## config.mk

```make
export PLATFORM = sky130hd
export DESIGN_NAME = running_error_statistics_core
export DESIGN_NICKNAME = d
export VERILOG_FILES = /design/src/rtl/res_pkg.sv /design/src/rtl/res_front.sv /design/src/rtl/res_back.sv /design/src/rtl/running_error_statistics_core.sv
export VERILOG_INCLUDE_DIRS = /design/src /design/src/rtl
export SDC_FILE = /design/constraint.sdc
export NUM_CORES = 2
export LEC_CHECK = 0
export BUFFER_PORTS_ARGS = -buffer_cell sky130_fd_sc_hd__buf_2
export CORE_ASPECT_RATIO = 0.5
export CORE_MARGIN = 3
export CORE_UTILIZATION = 50
export CTS_CLUSTER_SIZE = 25
export DETAILED_ROUTE_END_ITERATION = 8
export PLACE_DENSITY = 0.65
export RECOVER_POWER = 25
export SKIP_CTS_REPAIR_TIMING = 1
export SLEW_MARGIN = 40
export SYNTH_ARGS = -nofsm -noshare
export SYNTH_HDL_FRONTEND = slang
export SYNTH_HIERARCHICAL = 1
export SYNTH_SLANG_ARGS = --single-unit
```

## constraint.sdc

```tcl
create_clock -name clk -period 14.3 [get_ports clk]
set_input_delay 0.715 -clock clk [delete_from_list [all_inputs] [get_ports clk]]
set_output_delay 0.715 -clock clk [all_outputs]
set_load 0.02 [all_outputs]
```

## src/rtl/assert_macros.svh

```systemverilog
// Assertion macros for the error statistics block.
`ifndef ASSERT_MACROS_SVH
`define ASSERT_MACROS_SVH
`ifndef NO_ASSERTIONS
`define ASSERT_IMPL(label, clk, rst_n, prop, msg) \
  label: assert property (@(posedge clk) disable iff (!rst_n) (prop)) else $error(msg);
`define ASSERT_NEXT(label, clk, rst_n, pre, post, msg) \
  label: assert property (@(posedge clk) disable iff (!rst_n) (pre) |=> (post)) \
    else $error(msg);
`else
`define ASSERT_IMPL(label, clk, rst_n, prop, msg)
`define ASSERT_NEXT(label, clk, rst_n, pre, post, msg)
`endif
`endif

```

## src/rtl/res_pkg.sv

```systemverilog
// ----------------------------------------------------------------------------
// res_pkg
// Shared widths and types for the running error statistics core.
// ----------------------------------------------------------------------------
package res_pkg;
  localparam int COUNT_BITS_DEF = 32;
  localparam int CNT_W = 32;
  localparam int SAMPLE_W = 16;
  localparam int MAG_W = 17;
  localparam int SQ_W = 31;
  localparam int ABS_SUM_W = 48;
  localparam int SQ_SUM_W = 61;
  localparam int MEAN_W = 16;

  localparam logic KIND_ADD = 1'b0;
  localparam logic KIND_CLEAR = 1'b1;

  typedef struct packed {
    logic                 kind;
    logic [MAG_W-1:0]     mag;
  } cmd_t;
endpackage

```

## src/rtl/res_front.sv

```systemverilog
// ----------------------------------------------------------------------------
// res_front
// Accept words, classify them and form the sample magnitude; two-entry queue.
// ----------------------------------------------------------------------------
`include "assert_macros.svh"

module res_front import res_pkg::*; (
  input  logic                clk,
  input  logic                rst_n,
  input  logic                in_valid,
  output logic                in_ready,
  input  logic                in_kind,
  input  logic signed [SAMPLE_W-1:0] in_error_sample,
  output logic                q_valid,
  input  logic                q_ready,
  output cmd_t                q_cmd
);
  cmd_t q_r [2];
  cmd_t q_nxt;
  logic [1:0] cnt_r;
  logic wp_r, rp_r;
  logic push, pop;

  assign in_ready = (cnt_r != 2'd2);
  assign q_valid = (cnt_r != 2'd0);
  assign q_cmd = q_r[rp_r];
  assign push = in_valid && in_ready;
  assign pop = q_valid && q_ready;

  always_comb begin
    q_nxt.kind = in_kind;
    if (in_kind == KIND_CLEAR) q_nxt.mag = '0;
    else if (in_error_sample[SAMPLE_W-1])
      q_nxt.mag = MAG_W'(-$signed({in_error_sample[SAMPLE_W-1], in_error_sample}));
    else q_nxt.mag = {1'b0, in_error_sample};
  end

  always_ff @(posedge clk) begin
    if (!rst_n) begin
      cnt_r <= '0;
      wp_r <= 1'b0;
      rp_r <= 1'b0;
    end else begin
      if (push) wp_r <= ~wp_r;
      if (pop) rp_r <= ~rp_r;
      cnt_r <= cnt_r + 2'(push) - 2'(pop);
    end
    if (push) q_r[wp_r] <= q_nxt;
  end

  `ASSERT_IMPL(a_cnt_max, clk, rst_n, cnt_r != 2'd3, "queue count out of range")
  `ASSERT_NEXT(a_full_hold, clk, rst_n, cnt_r == 2'd2 && !pop, cnt_r == 2'd2,
    "full queue lost entry")
  `ASSERT_NEXT(a_empty_hold, clk, rst_n, cnt_r == 2'd0 && !push, cnt_r == 2'd0,
    "empty queue gained entry")
endmodule

```

## src/rtl/res_back.sv

```systemverilog
// ----------------------------------------------------------------------------
// res_back
// Update count and sums; if nonzero, run two restoring divisions and a square root.
// ----------------------------------------------------------------------------
`include "assert_macros.svh"

module res_back import res_pkg::*; #(
  parameter int COUNT_BITS = COUNT_BITS_DEF
) (
  input  logic              clk,
  input  logic              rst_n,
  input  logic              q_valid,
  output logic              q_ready,
  input  cmd_t              q_cmd,
  output logic              out_valid,
  input  logic              out_ready,
  output logic [CNT_W-1:0]  out_sample_count,
  output logic [MEAN_W-1:0] out_mean_abs_error,
  output logic [MEAN_W-1:0] out_rms_error
);
  localparam logic [2:0] ST_IDLE = 3'd0, ST_DIV1 = 3'd1, ST_DIV2 = 3'd2,
                         ST_SQRT = 3'd3, ST_DONE = 3'd4, ST_DIV3 = 3'd5;
  localparam logic [COUNT_BITS-1:0] CNT_MAX = '1;
  localparam int DW = 64;

  logic [2:0] st_r;
  logic [COUNT_BITS-1:0] count_r;
  logic [ABS_SUM_W-1:0] abs_r;
  logic [SQ_SUM_W-1:0] sq_r;
  logic [DW-1:0] num_r, quo_r;
  logic [DW:0] rem_r;
  logic [6:0] it_r;
  logic [DW-1:0] ms_r;
  logic [31:0] root_r;
  logic [DW+1:0] srem_r;
  logic [MEAN_W-1:0] mae_r;
  logic out_valid_r;
  logic [CNT_W-1:0] oc_r;
  logic [MEAN_W-1:0] om_r, or_r;

  logic [DW:0] rem_sh, rem_sub;
  logic [DW+1:0] sr_sh, sr_trial;
  logic [ABS_SUM_W:0] abs_add;
  logic [SQ_SUM_W:0] sq_add;
  logic [SQ_W-1:0] sq_mag;
  logic [DW-1:0] mae_q;
  logic done_fire;

  assign sq_mag = SQ_W'(q_cmd.mag * q_cmd.mag);
  assign abs_add = {1'b0, abs_r} + (ABS_SUM_W+1)'(q_cmd.mag);
  assign sq_add = {1'b0, sq_r} + (SQ_SUM_W+1)'(sq_mag);
  assign rem_sh = {rem_r[DW-1:0], num_r[DW-1]};
  assign rem_sub = rem_sh - (DW+1)'(count_r);
  assign sr_sh = {srem_r[DW-1:0], ms_r[DW-1:DW-2]};
  assign sr_trial = sr_sh - (DW+2)'({root_r, 2'b01});
  assign mae_q = rem_sub[DW] ? {quo_r[DW-2:0], 1'b0} : {quo_r[DW-2:0], 1'b1};
  assign done_fire = (st_r == ST_DONE) && (!out_valid_r || out_ready);

  assign q_ready = (st_r == ST_IDLE);
  assign out_valid = out_valid_r;
  assign out_sample_count = oc_r;
  assign out_mean_abs_error = om_r;
  assign out_rms_error = or_r;

  always_ff @(posedge clk) begin
    if (!rst_n) begin
      st_r <= ST_IDLE;
      count_r <= '0;
      abs_r <= '0;
      sq_r <= '0;
      out_valid_r <= 1'b0;
    end else begin
      if (done_fire) out_valid_r <= 1'b1;
      else if (out_valid_r && out_ready) out_valid_r <= 1'b0;
      unique case (st_r)
        ST_IDLE: if (q_valid) begin
          if (q_cmd.kind == KIND_CLEAR) begin
            count_r <= '0;
            abs_r <= '0;
            sq_r <= '0;
          end else if (count_r != CNT_MAX) begin
            count_r <= count_r + 1'b1;
            abs_r <= abs_add[ABS_SUM_W] ? '1 : abs_add[ABS_SUM_W-1:0];
            sq_r <= sq_add[SQ_SUM_W] ? '1 : sq_add[SQ_SUM_W-1:0];
          end
          st_r <= ST_DIV1;
        end
        ST_DIV1: begin
          num_r <= DW'(abs_r) + DW'(count_r >> 1);
          rem_r <= '0;
          quo_r <= '0;
          it_r <= '0;
          st_r <= (count_r == '0) ? ST_DONE : ST_DIV2;
          mae_r <= '0;
        end
        ST_DIV2, ST_DIV3: begin
          num_r <= {num_r[DW-2:0], 1'b0};
          rem_r <= rem_sub[DW] ? rem_sh : rem_sub;
          quo_r <= mae_q;
          it_r <= it_r + 1'b1;
          if (it_r == 7'(DW-1)) begin
            it_r <= '0;
            if (st_r == ST_DIV2) begin
              mae_r <= (mae_q > DW'(16'hFFFF)) ? '1 : MEAN_W'(mae_q);
              num_r <= DW'(sq_r);
              rem_r <= '0;
              quo_r <= '0;
              st_r <= ST_DIV3;
            end else begin
              ms_r <= mae_q;
              srem_r <= '0;
              root_r <= '0;
              st_r <= ST_SQRT;
            end
          end
        end
        ST_SQRT: begin
          ms_r <= {ms_r[DW-3:0], 2'b00};
          srem_r <= sr_trial[DW+1] ? sr_sh : sr_trial;
          root_r <= {root_r[30:0], ~sr_trial[DW+1]};
          it_r <= it_r + 1'b1;
          if (it_r == 7'd31) st_r <= ST_DONE;
        end
        ST_DONE: if (done_fire) begin
          oc_r <= CNT_W'(count_r);
          om_r <= mae_r;
          if (count_r == '0) or_r <= '0;
          else if ((srem_r[DW:0] > {33'd0, root_r}) && root_r < 32'hFFFF)
            or_r <= MEAN_W'(root_r + 1'b1);
          else or_r <= (root_r > 32'hFFFF) ? '1 : MEAN_W'(root_r);
          st_r <= ST_IDLE;
        end
        default: st_r <= ST_IDLE;
      endcase
    end
  end

  `ASSERT_IMPL(a_cnt_rng, clk, rst_n, !out_valid_r || oc_r <= CNT_W'(CNT_MAX),
    "count above limit")
  `ASSERT_NEXT(a_done_to_idle, clk, rst_n, done_fire,
    out_valid_r && st_r == ST_IDLE, "result not issued")
  `ASSERT_IMPL(a_ready_idle, clk, rst_n, q_ready == (st_r == ST_IDLE),
    "ready outside idle")
endmodule

```

## src/rtl/running_error_statistics_core.sv

```systemverilog
// ----------------------------------------------------------------------------
// running_error_statistics_core
// Running MAE and RMS error accumulator over Q2.14 error samples.
// ----------------------------------------------------------------------------
// channel | direction | fields
// in      | input     | kind, error_sample
// out     | output    | sample_count, mean_abs_error, rms_error
// A sample word passes through the queue, the update and then, in the back
// end, two 64-step restoring divisions and a 32-step square root.
// A word that leaves the count at zero skips the divisions and the root.
// A two-word queue lets the front accept while the back works; a stalled
// result holds the back end. Reset clears the statistics, queue and output.
// ----------------------------------------------------------------------------
module running_error_statistics_core import res_pkg::*; #(
  parameter int COUNT_BITS = COUNT_BITS_DEF
) (
  input  logic clk,
  input  logic rst_n,
  input  logic in_valid,
  output logic in_ready,
  input  logic in_kind,
  input  logic signed [SAMPLE_W-1:0] in_error_sample,
  output logic out_valid,
  input  logic out_ready,
  output logic [CNT_W-1:0] out_sample_count,
  output logic [MEAN_W-1:0] out_mean_abs_error,
  output logic [MEAN_W-1:0] out_rms_error
);
  logic q_valid, q_ready;
  cmd_t q_cmd;

  res_front u_front (.clk, .rst_n, .in_valid, .in_ready, .in_kind, .in_error_sample,
    .q_valid, .q_ready, .q_cmd);
  res_back #(.COUNT_BITS(COUNT_BITS)) u_back (.clk, .rst_n, .q_valid, .q_ready, .q_cmd,
    .out_valid, .out_ready, .out_sample_count, .out_mean_abs_error, .out_rms_error);
endmodule
```

Word level (Yosys, flattened, before mapping)
Memory sizes are Yosys's and may differ from the RTL's. A register that Yosys moved wholly into a read port is not among the register bits.
Cells that the tools add are included.
{"block": "totals", "register_bits": 588, "ramBits": 36, "inputBits": 21, "out_inout_bits": 66, "n_memories": 1}
{"block": "classes", "addsub": 11, "multipliers": 1, "magnitude_cmp": 4, "n_eq_ne": 15, "mux": 52, "bitwise": 3, "n_reduce_logical": 23}
{"name": "u_front.q_r", "depth": 2, "word_bits": 18, "rd": 1, "rd_ports_with_merged_regs": 1, "wr": 1, "line_no": "res_front.sv:18", "source": "cmd_t q_r [2];"}
{"cell": "64-bit 2-to-1 mux", "count": 7}
{"cell": "64-bit one-hot mux with 2 select lines", "count": 3}
{"cell": "65-bit 2-to-1 mux", "count": 3}
{"cell": "61-bit 2-to-1 mux", "count": 3}
{"cell": "48-bit 2-to-1 mux", "count": 3}
{"cell": "65-bit one-hot mux with 2 select lines", "count": 1}
{"cell": "32-bit 2-to-1 mux", "count": 4}
{"cell": "63-bit 2-to-1 mux", "count": 2}
{"cell": "63-bit one-hot mux with 2 select lines", "count": 1}
{"cell": "16-bit 2-to-1 mux", "count": 5}
{"cell": "66-bit by 34-bit subtractor with 66-bit output", "count": 1}
{"cell": "65-bit by 32-bit greater-than comparator with 1-bit output", "count": 1}
{"cell": "65-bit by 32-bit subtractor with 65-bit output", "count": 1}
{"cell": "64-bit by 16-bit greater-than comparator with 1-bit output, second input constant", "count": 1}
{"cell": "32-bit one-hot mux with 2 select lines", "count": 1}
{"cell": "61-bit by 31-bit adder with 62-bit output", "count": 1}
{"cell": "48-bit by 17-bit adder with 49-bit output", "count": 1}
{"cell": "48-bit by 31-bit adder with 49-bit output", "count": 1}
{"cell": "17-bit 2-to-1 mux", "count": 2}
{"cell": "32-bit by 1-bit adder with 32-bit output, second input constant", "count": 1}
{"cell": "32-bit by 16-bit greater-than comparator with 1-bit output, second input constant", "count": 1}
{"cell": "32-bit zero test", "count": 1}
{"cell": "32-bit by 16-bit less-than comparator with 1-bit output, second input constant", "count": 1}
{"cell": "32-bit inequality test, second input constant", "count": 1}
{"cell": "30 further kinds", "count": 62}

Depth between registers and ports, before layout
{"block": "logic_depth", "depth_word": 7, "depth_mapped": 38}

Hierarchy
The synthesis kept the hierarchy.
{"module": "res_back", "n_inst": 1, "cells_per_inst": 4554, "area_per_inst_um2": 42156.7}
{"module": "res_front", "n_inst": 1, "cells_per_inst": 150, "area_per_inst_um2": 2008.2}

Worst setup path after synthesis
No wires, ideal clock.
{"block": "synth_timing", "kind": "register to register", "startpoint": "reg (tool-made name)", "endpoint": "reg u_back.sq_r[56]", "setup_time_ns": 0.070, "arrival_ns": 8.989, "slack_ns": 5.241, "stages_incl_launch_ff": 35, "path_buffers": 4, "path_cell_list": "dfxtp_1 -> clkbuf_1 -> clkbuf_1 -> mux2_2 -> clkbuf_1 -> and2_1 -> fa_1 -> inv_1 -> fa_1 -> fa_1 -> inv_1 -> fa_1 -> fa_1 -> inv_1 -> fa_1 -> inv_1 -> ha_1 -> nor4_1 -> a21oi_1 -> a21bo_2 -> o31ai_1 -> a211oi_1 -> o21a_1 -> xnor2_1 -> ha_1 -> clkbuf_1 -> a21oi_1 -> o21ai_0 -> a211oi_1 -> a211oi_1 -> o21ai_0 -> o21ai_0 -> nand3_1 -> or4_1 -> a21oi_1"}
{"element": "end signal: assignment", "line_no": "res_back.sv:84", "source": "sq_r <= sq_add[SQ_SUM_W] ? '1 : sq_add[SQ_SUM_W-1:0];"}
{"element": "end: declaration", "line_no": "res_back.sv:29", "source": "logic [SQ_SUM_W-1:0] sq_r;"}

==> impl_metrics.env <==
export IMPL_status="complete, but fails checks"
export IMPL_failed_checks="max-capacitance violations, max-slew violations"
export IMPL_clockBufferDepth=3
export IMPL_drtPass1Iterations=6
export IMPL_syn2layout_area_growth_pct=8.01
export IMPL_period_minus_slack_ps=9700
export IMPL_netlist_area_um2=44200
export IMPL_track_usage=0.247
export IMPL_vias_per_cell=5.91
export IMPL_yosysWarnings=6
export IMPL_finalNonFillerCells=5901
export IMPL_crit_type="flip-flop to flip-flop"
export IMPL_synth_top_area_frac=0.323
export IMPL_die_y_um=216
export IMPL_slew_viol_final=148
export IMPL_setup_viol=0
export IMPL_grt_max_degree=86
export IMPL_clk_pin_slew_ps=70
export IMPL_hp_class="flip-flop to flip-flop"
export IMPL_wl_per_cell_um=19.5
export IMPL_port_buffers=86
export IMPL_min_to="u_back/out_mean_abs_error[13]$_DFFE_PP_"
export IMPL_antenna_found_initial=2
export IMPL_vias=34900
export IMPL_start_util=0.509
export IMPL_drt_wl_total_mm=115
export IMPL_reg2reg_slack_ps=4600
export IMPL_clock_sinks=625
export IMPL_reg2regPathDepth=33
export IMPL_crit_required_ps=14900
export IMPL_yosysTopAreaCell="edfxtp_1"
export IMPL_fin_nets=5140
export IMPL_worstMarginPinSlew_ps=4510
export IMPL_rr_endpoint="u_back/sq_r[56]$_SDFFE_PN0P_"
export IMPL_overflow=0
export IMPL_grt_pass1_vias=33700
export IMPL_die_w_um=426
export IMPL_fp_row_count=76
export IMPL_async_reset_ff_frac=0
export IMPL_ys_top_cells_by_area="edfxtp_1 32%, fa_1 8.8%, ha_1 7.1%, dfxtp_1 6.8%, nand2_1 5.1%"
export IMPL_syn_area_per_cell_um2=9.39
export IMPL_drc=0
export IMPL_endpoint_kind="flip-flop"
export IMPL_drt_initial_drc_count=3252
export IMPL_setup_tns_ps=0
export IMPL_synth_flop_cell="edfxtp_1"
export IMPL_gp_routability_congestion=0.900
export IMPL_coreArea_um2=86800
export IMPL_ys_ff_latch=625
export IMPL_root_buffer="clkbuf_16"
export IMPL_multiInputGateArea_um2=24600
export IMPL_antenna_left=0
export IMPL_h_tree_depth=2
export IMPL_worstHoldStart="u_back/mae_r[13]$_SDFFCE_PN0P_"
export IMPL_synth_seq_area_share=0.391
export IMPL_worst_path_max_delay_cell="mux2_1"
export IMPL_syn_inst=4704
export IMPL_nFillCells=7728
export IMPL_fmax_ghz=0.103
export IMPL_max_stage_delay_ps=680
export IMPL_fp_dieArea_um2=92100
export IMPL_cap_violations=2
export IMPL_rsz0062_at_grt="no"
export IMPL_cp_arrival_ps=10300
export IMPL_synth_edf_count=475
export IMPL_grt_pass1_wl_mm=184
export IMPL_cts_buffers=60
export IMPL_tritoncts="done"
export IMPL_synth_distinct_cells=93
export IMPL_relSlewSlack=-2.01
export IMPL_seqCellArea_um2=17300
export IMPL_period_share=0.679
export IMPL_drive_gt1_frac=0.0503
export IMPL_crit_top_cell="fa_1"
export IMPL_startpoint_type="flip-flop"
export IMPL_insertion_delay_ps=680
export IMPL_finClkSkew_ps=46.9
export IMPL_dpl_cell_count=5784
export IMPL_worstPathMaxFanout=18
export IMPL_hold_path_depth=0
export IMPL_hold_viol=0
export IMPL_pin_count=87
export IMPL_dp_hpwl_mm=81.7
-- routing by layer --
layer	wire, µm	part of all wire	GRT usage
met4	2440	0.021	0.0572
met1	53800	0.47	0.366
met5	199	0.0017	0
met3	8090	0.070	0.0388
met2	50300	0.44	0.380
-- cell usage in the layout (no fill, tap or decap), types with 17 or more instances in the layout --
cell type and count:
ha_1 249, xor2_1 74, and3_1 128, o21ai_0 214
buf_2 17, nor2b_1 31, o211ai_1 33, a22oi_1 28
nand3_1 125, o21bai_1 29, mux2i_1 49, or4_1 35
and4_1 28, or2_2 22, o21a_1 33, nand2b_1 21
fa_1 194, nand4_1 64, o31ai_1 22, inv_1 401
dfxtp_1 149, nand2_1 598, clkbuf_1 85, buf_4 31
nor4_1 47, a21oi_1 264, edfxtp_1 475, nor2_1 365
xnor2_1 161, nor3_1 86, clkbuf_16 63, a21o_1 88
or3_1 47, a31oi_1 41, mux2_2 17, and2_1 82
a211oi_1 49
-- metrics by stage --
stage	utilization	hold slack, ps	setup WS (ps)	area [µm²]
2_1_floorplan	-	400	5240	44200
3_3_place_gp	0.525	402	4570	45600
3_5_place_dp	0.527	406	4410	45700
4_1_cts	0.551	399	4420	47900
5_1_grt	0.549	426	3910	47700
6_report	0.549	421	4600	47700
-- state kept, by name, indices dropped and copies added, names as in the netlist, 7 cells and up, named ones only --
signal / flops
u_back/srem_r: 65
u_back/ms_r: 64
u_back/num_r: 64
u_back/rem_r: 64
u_back/quo_r: 63
u_back/sq_r: 61
u_back/abs_r: 48
u_front/q_r: 36
u_back/count_r: 32
u_back/out_sample_count: 32
u_back/root_r: 32
u_back/mae_r: 16
u_back/out_mean_abs_error: 16
u_back/out_rms_error: 16
u_back/it_r: 7
-- cell usage after synthesis, drive strengths merged, types with 86 or more instances --
library cell,instances
clkbuf,196
a21oi,267
o21ai,217
nand3,126
a21o,88
inv,401
nand2,599
and3,129
nor2,372
ha,249
edfxtp,475
fa,194
xnor2,161
and2,86
dfxtp,150
nor3,90
-- critical path: cells and delay by family, from the launching register on --
kind / cells / cell delay (ps)
buffers and inverters: 5 / 430
flip-flops: 1 / 590
multiplexers: 1 / 680
AO/OA/AOI/OAI: 11 / 2680
AND/OR/NAND/NOR: 7 / 1320
XOR/XNOR: 1 / 150
adder cells (fa/ha/maj): 8 / 3770
-- layout make-up --
type / instances / share of cell area
multi-input cells: 3462 / 0.517
flip-flops and latches: 625 / 0.362
clock buffers: 82 / 0.0358
inverters: 401 / 0.0316
well taps: 1170 / 0.0307
repair buffers: 126 / 0.0147
clock inverters: 32 / 0.00852
diodes: 3 / 0.000157
-- worst max path at each step --
| stage | start | end | slack [ps] | cells after the start |
|---|---|---|---|---|
| 2_1_floorplan | flip-flop | u_back/sq_r[56]$_SDFFE_PN0P_ | 5240 | 34 |
| 3_3_place_gp | flip-flop | u_back/sq_r[56]$_SDFFE_PN0P_ | 4570 | 33 |
| 3_5_place_dp | flip-flop | u_back/sq_r[56]$_SDFFE_PN0P_ | 4410 | 33 |
| 4_1_cts | flip-flop | u_back/sq_r[11]$_SDFFE_PN0P_ | 4420 | 27 |
| 5_1_grt | flip-flop | u_back/sq_r[56]$_SDFFE_PN0P_ | 3910 | 34 |
| 6_report | flip-flop | u_back/sq_r[56]$_SDFFE_PN0P_ | 4600 | 33 |
-- cell families after synthesis --
kind of cell | synth area share
simple gates | 0.190
fa+ha+maj | 0.158
other cells | 0.0000849
xor+xnor | 0.0466
mux | 0.0172
buf+inv | 0.0531
compound gates | 0.143
flops | 0.391
Power is left out: the tool's default activity adds up to more than one toggle a clock period on the data nets, which glitch-free logic cannot reach.
